===== config.mk =====
export PLATFORM = sky130hd
export DESIGN_NAME = sorted_timer_queue_top
export DESIGN_NICKNAME = d
export VERILOG_FILES = /design/src/sv/stq_pkg.sv /design/src/sv/stq_ram.sv /design/src/sv/sorted_timer_queue_top.sv
export SDC_FILE = /design/constraint.sdc
export NUM_CORES = 2
export LEC_CHECK = 0
export ABC_CLOCK_PERIOD_IN_PS = 9070
export BUFFER_PORTS_ARGS = -buffer_cell sky130_fd_sc_hd__buf_2
export CAP_MARGIN = 15
export CORE_UTILIZATION = 35
export CTS_CLUSTER_DIAMETER = 60
export CTS_CLUSTER_SIZE = 20
export DETAILED_ROUTE_END_ITERATION = 12
export SYNTH_ARGS = -nofsm -noshare
export SYNTH_HDL_FRONTEND = slang
export SYNTH_SLANG_ARGS = --single-unit

===== constraint.sdc =====
create_clock -name clk -period 9.07 [get_ports clk]
set_clock_uncertainty 0.2 [all_clocks]
set_input_delay 1.814 -clock clk [delete_from_list [all_inputs] [get_ports clk]]
set_output_delay 1.814 -clock clk [all_outputs]
set_load 0.01 [all_outputs]

===== src/sv/stq_pkg.sv =====
// ----------------------------------------------------------------------------
// Sorted timer queue package
// Shared widths, reset values, request kinds and result status codes.
// ----------------------------------------------------------------------------
package stq_pkg;

  // Default pool configuration
  localparam int SLOT_COUNT_DEF   = 8;
  localparam int HANDLER_BITS_DEF = 8;

  // Most timers fired by one process request
  localparam int MAX_FIRE = 8;

  // Field widths
  localparam int KIND_W    = 2;
  localparam int TIME_W    = 32;
  localparam int HANDLER_W = 8;
  localparam int ARG_W     = 16;
  localparam int SLOT_W    = 3;
  localparam int STATUS_W  = 3;
  localparam int TPS_W     = 17;

  // Tick rate register reset value
  localparam logic [TPS_W-1:0] TPS_RESET = 17'd32768;

  // Millisecond to tick conversion: product, then a division by 1000
  localparam int MS_PER_SECOND = 1000;
  localparam int PROD_W        = TIME_W + TPS_W;
  localparam int REM_W         = 10;
  localparam int DIV_BITS      = 7;
  localparam int DIV_CYCLES    = PROD_W / DIV_BITS;

  // Request kinds
  localparam logic [KIND_W-1:0] KIND_SET     = 2'd0;
  localparam logic [KIND_W-1:0] KIND_CANCEL  = 2'd1;
  localparam logic [KIND_W-1:0] KIND_PROCESS = 2'd2;

  // Result status codes
  localparam logic [STATUS_W-1:0] STS_SET_OK    = 3'd0;
  localparam logic [STATUS_W-1:0] STS_POOL_FULL = 3'd1;
  localparam logic [STATUS_W-1:0] STS_CANCELLED = 3'd2;
  localparam logic [STATUS_W-1:0] STS_NOT_ARMED = 3'd3;
  localparam logic [STATUS_W-1:0] STS_FIRED     = 3'd4;
  localparam logic [STATUS_W-1:0] STS_NOTHING   = 3'd5;

endpackage


===== src/sv/stq_ram.sv =====
// ----------------------------------------------------------------------------
// Generic RAM
// One write port and one read port with registered read data.
// ----------------------------------------------------------------------------
module stq_ram import stq_pkg::*; #(
  parameter int WIDTH = TIME_W,
  parameter int DEPTH = SLOT_COUNT_DEF
) (
  input  logic                     clk,
  input  logic                     we,
  input  logic [$clog2(DEPTH)-1:0] waddr,
  input  logic [WIDTH-1:0]         wdata,
  input  logic [$clog2(DEPTH)-1:0] raddr,
  output logic [WIDTH-1:0]         rdata
);

  logic [WIDTH-1:0] mem_r [DEPTH];
  logic [WIDTH-1:0] rdata_r;

  // Write port and registered read port.
  always_ff @(posedge clk) begin
    if (we) begin
      mem_r[waddr] <= wdata;
    end
    rdata_r <= mem_r[raddr];
  end

  assign rdata = rdata_r;

endmodule


===== src/sv/sorted_timer_queue_top.sv =====
// ----------------------------------------------------------------------------
// Sorted timer queue
// Timer slot pool with a free stack and an armed list sorted by expiry tick.
// ----------------------------------------------------------------------------
// Usage: a request word is taken on a clock edge where start is high and busy
// is low. in_kind selects set (arm a timer interval_ms from now), cancel (by
// slot number) or process (fire every armed timer at or below now). Each
// result word is shown for one cycle with out_valid high; the receiver cannot
// stall, so every result is delivered on the cycle it appears. out_last marks
// the final result of a request. A process request fires up to MAX_FIRE
// timers, one result per cycle.
// Pool full, and cancel or process on an empty list, are answered straight
// from idle. A set runs the multiplier step and the 7-bit-per-cycle
// divide-by-1000 unit, stores the slot, then walks one list step per cycle
// through the registered link memory past each armed entry that precedes
// the new one and links it in. Cancel walks to the slot and unlinks it;
// process examines entries from the head. busy is high outside idle.
// Reset: synchronous, active low. The free stack holds every slot in order,
// the armed list is empty and ticks_per_second returns to 32768. No memory
// clearing pass is needed; untouched slots are tracked by a fill count.
// cfg_we writes ticks_per_second and must only be used while idle.
// ----------------------------------------------------------------------------
module sorted_timer_queue_top import stq_pkg::*; #(
  parameter int SLOT_COUNT   = SLOT_COUNT_DEF,
  parameter int HANDLER_BITS = HANDLER_BITS_DEF
) (
  input  logic                 clk,
  input  logic                 rst_n,
  input  logic                 start,
  output logic                 busy,
  input  logic [KIND_W-1:0]    in_kind,
  input  logic [TIME_W-1:0]    in_now,
  input  logic [TIME_W-1:0]    in_interval_ms,
  input  logic [HANDLER_W-1:0] in_handler_id,
  input  logic [ARG_W-1:0]     in_argument,
  input  logic [SLOT_W-1:0]    in_slot,
  output logic                 out_valid,
  output logic [STATUS_W-1:0]  out_status,
  output logic [SLOT_W-1:0]    out_slot_number,
  output logic [HANDLER_W-1:0] out_fired_handler,
  output logic [ARG_W-1:0]     out_fired_argument,
  output logic                 out_last,
  input  logic                 cfg_we,
  input  logic [TPS_W-1:0]     cfg_wdata
);

  localparam int AW     = $clog2(SLOT_COUNT);
  localparam int IW     = $clog2(SLOT_COUNT + 1);
  localparam int CNT_W  = $clog2(MAX_FIRE + 1);
  localparam int DCW    = $clog2(DIV_CYCLES);
  localparam int DATA_W = TIME_W + HANDLER_W + ARG_W;

  localparam logic [IW-1:0] NIL       = IW'(SLOT_COUNT);
  localparam logic [IW-1:0] LAST_SLOT = IW'(SLOT_COUNT - 1);
  localparam logic [HANDLER_W-1:0] HMASK = (HANDLER_BITS >= HANDLER_W) ?
      {HANDLER_W{1'b1}} : HANDLER_W'((1 << HANDLER_BITS) - 1);

  typedef enum logic [10:0] {
    S_IDLE  = 11'b000_0000_0001,
    S_MUL   = 11'b000_0000_0010,
    S_DIV   = 11'b000_0000_0100,
    S_WSTRT = 11'b000_0000_1000,
    S_WALK  = 11'b000_0001_0000,
    S_INS   = 11'b000_0010_0000,
    S_FIX   = 11'b000_0100_0000,
    S_CWALK = 11'b000_1000_0000,
    S_CPUSH = 11'b001_0000_0000,
    S_PWALK = 11'b010_0000_0000,
    S_PDONE = 11'b100_0000_0000
  } state_t;

  state_t state_r, state_nxt;

  // List heads, fill count of never-used slots and walk pointers
  logic [IW-1:0] armed_head_r, armed_head_nxt;
  logic [IW-1:0] free_head_r, free_head_nxt;
  logic [IW-1:0] fresh_r, fresh_nxt;
  logic [IW-1:0] cur_r, cur_nxt;
  logic [IW-1:0] prev_r, prev_nxt;
  logic [IW-1:0] new_slot_r, new_slot_nxt;
  logic [CNT_W-1:0] cnt_r, cnt_nxt;

  // Expiry arithmetic
  logic [TPS_W-1:0]  tps_r;
  logic [DCW-1:0]    div_cnt_r, div_cnt_nxt;
  logic [PROD_W-1:0] prod_r, prod_nxt;
  logic [REM_W-1:0]  rem_r, rem_nxt;
  logic [TIME_W-1:0] quo_r, quo_nxt;
  logic [TIME_W-1:0] exp_r, exp_nxt;
  logic [TIME_W-1:0] exp_sum;
  logic [PROD_W-1:0] div_prod;
  logic [REM_W-1:0]  div_rem;
  logic [TIME_W-1:0] div_quo;

  // Request word held for the duration of the request
  logic [TIME_W-1:0]    now_r, now_nxt;
  logic [TIME_W-1:0]    interval_r, interval_nxt;
  logic [HANDLER_W-1:0] handler_r, handler_nxt;
  logic [ARG_W-1:0]     arg_r, arg_nxt;
  logic [SLOT_W-1:0]    want_r, want_nxt;

  // Fired timer held back until it is known whether it is the final one
  logic [IW-1:0]        pend_slot_r, pend_slot_nxt;
  logic [HANDLER_W-1:0] pend_handler_r, pend_handler_nxt;
  logic [ARG_W-1:0]     pend_arg_r, pend_arg_nxt;

  // Result register
  logic                 out_valid_r, out_valid_nxt;
  logic [STATUS_W-1:0]  out_status_r, out_status_nxt;
  logic [SLOT_W-1:0]    out_slot_r, out_slot_nxt;
  logic [HANDLER_W-1:0] out_handler_r, out_handler_nxt;
  logic [ARG_W-1:0]     out_arg_r, out_arg_nxt;
  logic                 out_last_r, out_last_nxt;

  // Memory ports
  logic              d_we;
  logic [AW-1:0]     d_waddr;
  logic [DATA_W-1:0] d_wdata;
  logic [DATA_W-1:0] d_rdata;
  logic              l_we;
  logic [AW-1:0]     l_waddr;
  logic [IW-1:0]     l_wdata;
  logic [IW-1:0]     l_rdata;
  logic [AW-1:0]     rd_addr;

  logic [TIME_W-1:0]    rd_exp;
  logic [HANDLER_W-1:0] rd_handler;
  logic [ARG_W-1:0]     rd_arg;

  // Slot data memory: expiry, handler and argument.
  stq_ram #(.WIDTH(DATA_W), .DEPTH(SLOT_COUNT)) u_data_ram (
    .clk   (clk),
    .we    (d_we),
    .waddr (d_waddr),
    .wdata (d_wdata),
    .raddr (rd_addr),
    .rdata (d_rdata)
  );

  // Link memory shared by the free stack and the armed list.
  stq_ram #(.WIDTH(IW), .DEPTH(SLOT_COUNT)) u_link_ram (
    .clk   (clk),
    .we    (l_we),
    .waddr (l_waddr),
    .wdata (l_wdata),
    .raddr (rd_addr),
    .rdata (l_rdata)
  );

  assign rd_exp     = d_rdata[DATA_W-1 -: TIME_W];
  assign rd_handler = d_rdata[ARG_W +: HANDLER_W];
  assign rd_arg     = d_rdata[ARG_W-1:0];
  assign exp_sum    = now_r + quo_r;

  // Divide-by-1000 step: several restoring steps on the narrow remainder.
  always_comb begin : div_step
    logic [REM_W:0] trial;
    div_prod = prod_r;
    div_rem  = rem_r;
    div_quo  = quo_r;
    for (int j = 0; j < DIV_BITS; j++) begin
      trial    = {div_rem, div_prod[PROD_W-1]};
      div_prod = {div_prod[PROD_W-2:0], 1'b0};
      if (trial >= (REM_W + 1)'(MS_PER_SECOND)) begin
        div_rem = REM_W'(trial - (REM_W + 1)'(MS_PER_SECOND));
        div_quo = {div_quo[TIME_W-2:0], 1'b1};
      end else begin
        div_rem = REM_W'(trial);
        div_quo = {div_quo[TIME_W-2:0], 1'b0};
      end
    end
  end

  // Sequencer: list walks, memory writes and result words.
  always_comb begin
    state_nxt        = state_r;
    armed_head_nxt   = armed_head_r;
    free_head_nxt    = free_head_r;
    fresh_nxt        = fresh_r;
    cur_nxt          = cur_r;
    prev_nxt         = prev_r;
    new_slot_nxt     = new_slot_r;
    cnt_nxt          = cnt_r;
    div_cnt_nxt      = div_cnt_r;
    prod_nxt         = prod_r;
    rem_nxt          = rem_r;
    quo_nxt          = quo_r;
    exp_nxt          = exp_r;
    now_nxt          = now_r;
    interval_nxt     = interval_r;
    handler_nxt      = handler_r;
    arg_nxt          = arg_r;
    want_nxt         = want_r;
    pend_slot_nxt    = pend_slot_r;
    pend_handler_nxt = pend_handler_r;
    pend_arg_nxt     = pend_arg_r;
    out_valid_nxt    = 1'b0;
    out_status_nxt   = out_status_r;
    out_slot_nxt     = out_slot_r;
    out_handler_nxt  = out_handler_r;
    out_arg_nxt      = out_arg_r;
    out_last_nxt     = out_last_r;
    d_we             = 1'b0;
    d_waddr          = new_slot_r[AW-1:0];
    d_wdata          = {exp_sum, handler_r, arg_r};
    l_we             = 1'b0;
    l_waddr          = cur_r[AW-1:0];
    l_wdata          = free_head_r;
    rd_addr          = armed_head_r[AW-1:0];

    unique case (state_r)
      S_IDLE: begin
        if (start) begin
          now_nxt      = in_now;
          interval_nxt = in_interval_ms;
          handler_nxt  = in_handler_id & HMASK;
          arg_nxt      = in_argument;
          want_nxt     = in_slot;
          cur_nxt      = armed_head_r;
          prev_nxt     = NIL;
          cnt_nxt      = '0;
          if (in_kind == KIND_SET) begin
            if (free_head_r == NIL) begin
              out_valid_nxt   = 1'b1;
              out_status_nxt  = STS_POOL_FULL;
              out_slot_nxt    = '0;
              out_handler_nxt = '0;
              out_arg_nxt     = '0;
              out_last_nxt    = 1'b1;
            end else begin
              new_slot_nxt = free_head_r;
              state_nxt    = S_MUL;
            end
          end else if (in_kind == KIND_CANCEL) begin
            if (armed_head_r == NIL) begin
              out_valid_nxt   = 1'b1;
              out_status_nxt  = STS_NOT_ARMED;
              out_slot_nxt    = in_slot;
              out_handler_nxt = '0;
              out_arg_nxt     = '0;
              out_last_nxt    = 1'b1;
            end else begin
              state_nxt = S_CWALK;
            end
          end else if (in_kind == KIND_PROCESS) begin
            if (armed_head_r == NIL) begin
              out_valid_nxt   = 1'b1;
              out_status_nxt  = STS_NOTHING;
              out_slot_nxt    = '0;
              out_handler_nxt = '0;
              out_arg_nxt     = '0;
              out_last_nxt    = 1'b1;
            end else begin
              state_nxt = S_PWALK;
            end
          end
        end
      end

      // Tick delta product; fetch the link of the slot being taken.
      S_MUL: begin
        prod_nxt    = PROD_W'(interval_r) * PROD_W'(tps_r);
        rem_nxt     = '0;
        quo_nxt     = '0;
        div_cnt_nxt = '0;
        rd_addr     = free_head_r[AW-1:0];
        state_nxt   = S_DIV;
      end

      // Divide by 1000; pop the free stack on the first divide cycle.
      S_DIV: begin
        prod_nxt = div_prod;
        rem_nxt  = div_rem;
        quo_nxt  = div_quo;
        if (div_cnt_r == '0) begin
          // A slot never used before links to the next unused slot.
          if (free_head_r == fresh_r) begin
            fresh_nxt     = fresh_r + IW'(1);
            free_head_nxt = (fresh_r == LAST_SLOT) ? NIL : fresh_r + IW'(1);
          end else begin
            free_head_nxt = l_rdata;
          end
        end
        if (div_cnt_r == DCW'(DIV_CYCLES - 1)) begin
          state_nxt = S_WSTRT;
        end else begin
          div_cnt_nxt = div_cnt_r + DCW'(1);
        end
      end

      // Store the new slot and start the walk at the armed head.
      S_WSTRT: begin
        exp_nxt  = exp_sum;
        d_we     = 1'b1;
        cur_nxt  = armed_head_r;
        prev_nxt = NIL;
        state_nxt = (armed_head_r == NIL) ? S_INS : S_WALK;
      end

      // Skip entries whose expiry is at or below the new one.
      S_WALK: begin
        if (rd_exp > exp_r) begin
          state_nxt = S_INS;
        end else begin
          prev_nxt = cur_r;
          if (l_rdata == NIL) begin
            cur_nxt   = NIL;
            state_nxt = S_INS;
          end else begin
            cur_nxt = l_rdata;
            rd_addr = l_rdata[AW-1:0];
          end
        end
      end

      // Link the new slot in front of the stopping entry.
      S_INS: begin
        l_we    = 1'b1;
        l_waddr = new_slot_r[AW-1:0];
        l_wdata = cur_r;
        if (prev_r == NIL) begin
          armed_head_nxt  = new_slot_r;
          out_valid_nxt   = 1'b1;
          out_status_nxt  = STS_SET_OK;
          out_slot_nxt    = SLOT_W'(new_slot_r);
          out_handler_nxt = '0;
          out_arg_nxt     = '0;
          out_last_nxt    = 1'b1;
          state_nxt       = S_IDLE;
        end else begin
          state_nxt = S_FIX;
        end
      end

      // Point the predecessor at the new slot.
      S_FIX: begin
        l_we            = 1'b1;
        l_waddr         = prev_r[AW-1:0];
        l_wdata         = new_slot_r;
        out_valid_nxt   = 1'b1;
        out_status_nxt  = STS_SET_OK;
        out_slot_nxt    = SLOT_W'(new_slot_r);
        out_handler_nxt = '0;
        out_arg_nxt     = '0;
        out_last_nxt    = 1'b1;
        state_nxt       = S_IDLE;
      end

      // Search the armed list for the slot to cancel.
      S_CWALK: begin
        if (32'(cur_r) == 32'(want_r)) begin
          if (prev_r == NIL) begin
            armed_head_nxt  = l_rdata;
            l_we            = 1'b1;
            free_head_nxt   = cur_r;
            out_valid_nxt   = 1'b1;
            out_status_nxt  = STS_CANCELLED;
            out_slot_nxt    = SLOT_W'(cur_r);
            out_handler_nxt = '0;
            out_arg_nxt     = '0;
            out_last_nxt    = 1'b1;
            state_nxt       = S_IDLE;
          end else begin
            l_we      = 1'b1;
            l_waddr   = prev_r[AW-1:0];
            l_wdata   = l_rdata;
            state_nxt = S_CPUSH;
          end
        end else begin
          prev_nxt = cur_r;
          if (l_rdata == NIL) begin
            out_valid_nxt   = 1'b1;
            out_status_nxt  = STS_NOT_ARMED;
            out_slot_nxt    = want_r;
            out_handler_nxt = '0;
            out_arg_nxt     = '0;
            out_last_nxt    = 1'b1;
            state_nxt       = S_IDLE;
          end else begin
            cur_nxt = l_rdata;
            rd_addr = l_rdata[AW-1:0];
          end
        end
      end

      // Push the cancelled slot on the free stack.
      S_CPUSH: begin
        l_we            = 1'b1;
        free_head_nxt   = cur_r;
        out_valid_nxt   = 1'b1;
        out_status_nxt  = STS_CANCELLED;
        out_slot_nxt    = SLOT_W'(cur_r);
        out_handler_nxt = '0;
        out_arg_nxt     = '0;
        out_last_nxt    = 1'b1;
        state_nxt       = S_IDLE;
      end

      // Fire expired entries from the head; the previous one goes out now.
      S_PWALK: begin
        if (now_r >= rd_exp) begin
          if (cnt_r != '0) begin
            out_valid_nxt   = 1'b1;
            out_status_nxt  = STS_FIRED;
            out_slot_nxt    = SLOT_W'(pend_slot_r);
            out_handler_nxt = pend_handler_r;
            out_arg_nxt     = pend_arg_r;
            out_last_nxt    = 1'b0;
          end
          pend_slot_nxt    = cur_r;
          pend_handler_nxt = rd_handler;
          pend_arg_nxt     = rd_arg;
          cnt_nxt          = cnt_r + CNT_W'(1);
          armed_head_nxt   = l_rdata;
          l_we             = 1'b1;
          free_head_nxt    = cur_r;
          if (l_rdata == NIL || cnt_r == CNT_W'(MAX_FIRE - 1)) begin
            state_nxt = S_PDONE;
          end else begin
            cur_nxt = l_rdata;
            rd_addr = l_rdata[AW-1:0];
          end
        end else begin
          out_valid_nxt = 1'b1;
          out_last_nxt  = 1'b1;
          if (cnt_r != '0) begin
            out_status_nxt  = STS_FIRED;
            out_slot_nxt    = SLOT_W'(pend_slot_r);
            out_handler_nxt = pend_handler_r;
            out_arg_nxt     = pend_arg_r;
          end else begin
            out_status_nxt  = STS_NOTHING;
            out_slot_nxt    = '0;
            out_handler_nxt = '0;
            out_arg_nxt     = '0;
          end
          state_nxt = S_IDLE;
        end
      end

      // Final fired timer of the request.
      S_PDONE: begin
        out_valid_nxt   = 1'b1;
        out_status_nxt  = STS_FIRED;
        out_slot_nxt    = SLOT_W'(pend_slot_r);
        out_handler_nxt = pend_handler_r;
        out_arg_nxt     = pend_arg_r;
        out_last_nxt    = 1'b1;
        state_nxt       = S_IDLE;
      end

      default: begin
        state_nxt = S_IDLE;
      end
    endcase
  end

  // Control registers.
  always_ff @(posedge clk) begin
    if (!rst_n) begin
      state_r      <= S_IDLE;
      armed_head_r <= NIL;
      free_head_r  <= '0;
      fresh_r      <= '0;
      out_valid_r  <= 1'b0;
    end else begin
      state_r      <= state_nxt;
      armed_head_r <= armed_head_nxt;
      free_head_r  <= free_head_nxt;
      fresh_r      <= fresh_nxt;
      out_valid_r  <= out_valid_nxt;
    end
  end

  // Tick rate register.
  always_ff @(posedge clk) begin
    if (!rst_n) begin
      tps_r <= TPS_RESET;
    end else if (cfg_we) begin
      tps_r <= cfg_wdata;
    end
  end

  // Datapath registers.
  always_ff @(posedge clk) begin
    cur_r          <= cur_nxt;
    prev_r         <= prev_nxt;
    new_slot_r     <= new_slot_nxt;
    cnt_r          <= cnt_nxt;
    div_cnt_r      <= div_cnt_nxt;
    prod_r         <= prod_nxt;
    rem_r          <= rem_nxt;
    quo_r          <= quo_nxt;
    exp_r          <= exp_nxt;
    now_r          <= now_nxt;
    interval_r     <= interval_nxt;
    handler_r      <= handler_nxt;
    arg_r          <= arg_nxt;
    want_r         <= want_nxt;
    pend_slot_r    <= pend_slot_nxt;
    pend_handler_r <= pend_handler_nxt;
    pend_arg_r     <= pend_arg_nxt;
    out_status_r   <= out_status_nxt;
    out_slot_r     <= out_slot_nxt;
    out_handler_r  <= out_handler_nxt;
    out_arg_r      <= out_arg_nxt;
    out_last_r     <= out_last_nxt;
  end

  assign busy               = (state_r != S_IDLE);
  assign out_valid          = out_valid_r;
  assign out_status         = out_status_r;
  assign out_slot_number    = out_slot_r;
  assign out_fired_handler  = out_handler_r;
  assign out_fired_argument = out_arg_r;
  assign out_last           = out_last_r;

endmodule


=== After elaboration in Yosys (flattened, before gate mapping) ===
Memory sizes are Yosys's and may differ from the RTL's. A register that Yosys moved wholly into a read port is not among the register bits.
Index checks and enable logic that the tools add are counted.

* Add/subtract/negate cells: 11
* $mul: 1
* Div/mod/pow operators: 0
* Magnitude comparators: 9
* Equal/unequal tests: 45
* Shift operators: 0
* Muxes and demuxes: 164
* Bitwise logic cells: 1
* Reductions and logical operators: 30

{| class="wikitable"
|+ Operators by type and width
! operator !! count
|-
| $mux 16 || 12
|-
| $mux 11 || 14
|-
| $mux 3 || 35
|-
| $pmux 49 s2 || 1
|-
| $mux 4 || 24
|-
| $mux 8 || 12
|-
| $pmux 16 s6 || 1
|-
| $pmux 11 s8 || 1
|-
| $ge 11x10->1 const B || 7
|-
| $mux 10 || 7
|-
| $sub 10x10->10 const B || 7
|-
| $pmux 32 s2 || 1
|-
| $mul 32x17->49 || 1
|-
| $pmux 8 s6 || 1
|-
| $pmux 3 s7 || 2
|-
| $mux 1 || 37
|-
| $add 32x32->32 || 1
|-
| $ge 32x32->1 || 1
|-
| $gt 32x32->1 || 1
|-
| $pmux 4 s4 || 2
|-
| $ne 3x3->1 const B || 9
|-
| $ne 2x2->1 const B || 12
|-
| $pmux 4 s3 || 2
|-
| $pmux 10 s2 || 1
|-
| 52 further kinds || 69
|}

* Register bits: 332
* Bits in latches: 0
* RAM bits: 480
* Bits in read-only memories: 0
* Output and inout bits: 33
* Logic and storage cells: 291
* Memories kept: 2

{| class="wikitable"
|+ Memories
! memory !! words !! width !! rd ports !! clocked after memory_dff !! wr ports !! RTL line !! source
|-
| u_data_ram.mem_r || 8 || 56 || 1 || 1 || 1 || stq_ram.sv:17 || <nowiki>logic [WIDTH-1:0] mem_r [DEPTH];</nowiki>
|-
| u_link_ram.mem_r || 8 || 4 || 1 || 1 || 1 || stq_ram.sv:17 ||
|}

=== Logic depth before layout (Yosys ltp) ===
* Depth after elaboration: 15
* Gate-level depth with buffers: 35
* Depth with buffers taken out: 34

=== Modules after synthesis ===
A second synthesis with hierarchy kept.

* Cells, all modules: 4186
* Area total of the unflattened synthesis: 53074.7 um^2

{| class="wikitable"
|+ Modules (own cells, without submodules)
! module !! times used !! cells an instance !! area each (um^2)
|-
| sorted_timer_queue_top || 1 || 3407 || 33729.8
|-
| stq_ram (u_data_ram) || 1 || 716 || 17974.7
|-
| stq_ram (u_link_ram) || 1 || 63 || 1370.1
|}

=== Worst setup path after synthesis ===
OpenSTA, ideal clock, no wires.

* Kind: flip-flop to flip-flop
* From: reg state_r[0]
* To: mem u_data_ram.mem_r[2][0] in the netlist's numbering (enable)
* Setup time: 538 ps
* Data arrival time: 8038 ps
* Data required time: 8332 ps
* Path slack: 294 ps
* Stages on the path, launching flop included: 8
* Path buffers: 0
* Period minus slack after synthesis: 8776 ps
* Path through: dfxtp_1 > nor2_1 > nand2_1 > nor4_1 > nand2_1 > nor3b_1 > nand2_1 > nor3_1

* Longest elaborated chain between the ends: 4

{| class="wikitable"
|+ RTL lines
! element !! RTL line !! source
|-
| from (decl) || sorted_timer_queue_top.sv:72 || <nowiki>state_t state_r, state_nxt;</nowiki>
|-
| from (signal assigned) || sorted_timer_queue_top.sv:467 || <nowiki>state_r <= state_nxt;</nowiki>
|-
| $eq 11x4->1 || sorted_timer_queue_top.sv:211 || <nowiki>unique case (state_r)</nowiki>
|-
| $mux 1 || sorted_timer_queue_top.sv:211 ||
|-
| $mux 1 || stq_ram.sv:22 || <nowiki>if (we) begin</nowiki>
|-
| $mux 1 (implied by the code) || stq_ram.sv:23 || <nowiki>mem_r[waddr] <= wdata;</nowiki>
|-
| to (decl) || stq_ram.sv:17 ||
|}

Every way passes these cells.

=== Worst setup path after layout ===
* From: reg interval_r[6]
* To: reg prod_r[47], data pin

* Longest elaborated chain between the ends: 2

{| class="wikitable"
|+ RTL lines
! element !! RTL line !! source
|-
| from (decl) || sorted_timer_queue_top.sv:97 || <nowiki>logic [TIME_W-1:0] interval_r, interval_nxt;</nowiki>
|-
| from (signal assigned) || sorted_timer_queue_top.sv:496 || <nowiki>interval_r <= interval_nxt;</nowiki>
|-
| $mul 32x17->49 || sorted_timer_queue_top.sv:262 || <nowiki>prod_nxt = PROD_W'(interval_r) * PROD_W'(tps_r);</nowiki>
|-
| $pmux 49 s2 || sorted_timer_queue_top.sv:211 ||
|-
| named net prod_nxt[47] || sorted_timer_queue_top.sv:86 || <nowiki>logic [PROD_W-1:0] prod_r, prod_nxt;</nowiki>
|-
| to (signal assigned) || sorted_timer_queue_top.sv:491 || <nowiki>prod_r <= prod_nxt;</nowiki>
|-
| to (decl) || sorted_timer_queue_top.sv:86 ||
|}

The timed path passes the listed nets, and every way through them passes these cells.
A chain may end at the register's enable or synchronous reset.

==> key figures <==
Drt
  – Drt wl/cell: 19.01 µm
  – DR iter-0 viols: 2177
  – Detailed Route WL: 124900 µm
  – Detail Route Antenna Nets: 0
  – DR pass1 iterations: 5
  – Vias: 32610
  – DR DRC count: 0
  – DR vias/cell: 4.962

Yosys
  – Ys flop type: edfxtp_1
  – Mean post-synth cell area: 12.11 µm²
  – Unique masters post-synth: 97
  – EDFF count, synth: 771
  – Fraction of registers with async set/reset: 0%
  – YS warnings: 0
  – Synth Instances: 4396
  – Post-synthesis register bit count: 872
  – Syn Nets: 5185
  – Mapped Area: 0.05322 mm²
  – Seq/Total Area, Yosys: 47.30%

Pwr
  – Pwr dens: 286.1 mW/mm²
  – Leakage power: 22.48 nW
  – Worst vdd ir: 0.2638 mV
  – Total power: 16.92 mW

Run
  – Max-Cap Viols: 0

Timing
  – Final Cycle Share: 91.49%
  – Worst rel slew slack: 24.87%
  – WHS: 0.2054 ns
  – Fmax: 120.5 MHz
  – Final Hold Fails: 0
  – RSZ-0062 raised after global routing: false
  – Fin crit period: 8.298 ns
  – Setup-failing EPs final: 0
  – Final Max Slew Viols: 0
  – Least-Margin Pin Slew: 1.117 ns
  – Setup tns final: 0 ns

Finish
  – Share of post-route cells with drive strength above 1: 9.420%
  – Layout Cells excl Fill: 6571
  – Most frequent cells in the layout: edfxtp_1, inv_1, nand2_1, fa_1, mux2i_1
  – Commonest non-fill, non-tap cell in the layout: edfxtp_1
  – Area grow syn2layout: 11.14%
  – Fin util: 39.35%
  – Nets@finish: 5277

Worst setup path
  – Worst path arrival time: 8.50 ns
  – CP required: 9.27 ns
  – Worst setup EP type: flop
  – CP peak stage delay: 0.63 ns
  – Max FO, Critical Path: 17
  – CP Class: flop to flop
  – Slowest-stage cell, CP: edfxtp_1
  – Critical Path Source Type: flop

Die
  – Io pins: 147
  – Core Box Area: 0.1503 mm²
  – Initial Util: 35.41%
  – Die Y: 391.9 µm
  – Row cnt: 142
  – DIE WIDTH: 391.9 µm
  – Die area: 0.1536 mm²

GRT
  – Initial antenna violation count: 6
  – Vias in the first global route: 33760
  – Pin count of the biggest net entering global routing: 71
  – Total GRT Usage: 16.42%
  – Global-route wire length before repair: 195500 µm
  – Overflow left after global routing: 0

Place
  – Final HPWL DP: 87280 µm
  – Inst Count DP: 6422
  – RePlAce Congestion: 0.8627
  – Port bufs: 146

Clocking
  – # Post-CTS Setup Buffers: 0
  – Clock Latency Late Sink: 0.67 ns
  – Clk slew on worst S/H paths: 0.08 ns
  – Maximum clock path buffer count: 3
  – CTS tree: yes
  – CTS Buf Count: 79
  – H-tree depth: 3
  – Hold_buf cts: 0
  – Cells resized by post-CTS repair: 0
  – Clock Tree Root: clkbuf_16
  – CTS sink count: 872

Hold path
  – Worst hold-check path type: flop to flop

Outcome
  – Status: finished clean
-- cells by family (layout without fill, tap and decap cells) --
family / Yosys count / after routing / synth area share, %
fa+ha+maj: 677 / 677 / 22.26
compound gates: 553 / 553 / 7.545
simple gates: 1152 / 1152 / 10.47
mux: 282 / 282 / 5.386
flops: 872 / 872 / 47.30
other cells: 0 / 1 / 0
buf+inv: 768 / 926 / 5.464
xor+xnor: 92 / 92 / 1.578
-- worst paths after layout --
| path | start | end | slack, ns | depth (start not counted) |
|---|---|---|---|---|
| hold / removal | u_data_ram.rdata[13]$_DFF_P_ | pend_arg_r[13]$_DFFE_PP_ | 0.21 | 0 |
| hold reg to reg | u_data_ram.rdata[13]$_DFF_P_ | pend_arg_r[13]$_DFFE_PP_ | 0.21 | 0 |
| setup reg to reg | interval_r[6]$_DFFE_PP_ | prod_r[47]$_DFFE_PP_ | 0.77 | 30 |
| setup / recovery | interval_r[6]$_DFFE_PP_ | prod_r[47]$_DFFE_PP_ | 0.77 | 30 |
-- through the flow --
stage	instance area, µm²	setup WS, ns
2_1_floorplan	53220	0.2941
3_3_place_gp	56360	0.7920
3_5_place_dp	56360	0.7333
4_1_cts	59140	0.7780
5_1_grt	59150	0.2113
6_report	59150	0.7720
-- state kept, by name, indices dropped and copies added, names as in the netlist, 11 cells and up --
register / cells
exp_r: 32
u_data_ram.mem_r: 448
quo_r: 32
arg_r: 16
now_r: 32
prod_r: 49
state_r: 11
out_fired_argument: 16
u_link_ram.mem_r: 32
interval_r: 32
tps_r: 17
pend_arg_r: 16
u_data_ram.rdata: 56
-- cell type report --
| type | instances | area (µm²) |
|---|---|---|
| Fill cell | 14390 | 91160 |
| Multi-Input combinational cell | 2756 | 25280 |
| Sequential cell | 872 | 25170 |
| Tap cell | 2016 | 2522 |
| Inverter | 568 | 2135 |
| Clock buffer | 91 | 2064 |
| Timing Repair Buffer | 211 | 1256 |
| Clock inverter | 56 | 715.7 |
| Antenna cell | 1 | 2.502 |
-- layer usage --
metal	GRT usage (%)	vias to the layer above	wire (µm)
li1	-	15270	-
met1	21.73	16390	55490
met2	27.83	780	59950
met3	3.138	163	7130
met4	3.459	4	2333
met5	0	-	26
-- critical path, delay by kind of cell, from the launching register on --
kind            cells  cell delay (ns)
xor+xnor            1             0.14
compound gates     15             3.34
flops               1             0.63
simple gates        2             0.48
fa+ha+maj           7             2.96
buf+inv             5             0.28
-- Yosys cell counts, types with 14 or more instances --
master / number / area [µm²]
clkbuf_1: 173 / 649.4
a22o_1: 87 / 762.0
ha_1: 225 / 2815
xnor2_1: 55 / 481.7
inv_1: 568 / 2132
nand2_1: 524 / 1967
a221oi_1: 66 / 578.1
and3_1: 18 / 112.6
dfxtp_1: 101 / 2022
and2_1: 188 / 1176
nand3_1: 31 / 155.2
nand4_1: 24 / 150.1
mux2i_1: 269 / 2693
fa_1: 450 / 9009
a21oi_1: 121 / 605.6
nor2b_1: 48 / 300.3
a211oi_1: 14 / 105.1
o21ai_0: 83 / 415.4
buf_1: 17 / 63.81
nand2b_1: 40 / 250.2
or3_1: 15 / 93.84
edfxtp_1: 771 / 23150
a21o_1: 39 / 292.8
nor3_1: 44 / 220.2
xor2_1: 34 / 297.8
nor2_1: 143 / 536.8
-- power by group --
group          leakage, nW  total [mW]  internal, mW  switching (mW)
sequential            7.80        5.65          5.25           0.397
clock                 1.34        3.55          1.80            1.75
combinational         13.3        7.72          3.26            4.46
Note: power is estimated with default switching activity, not from simulation.
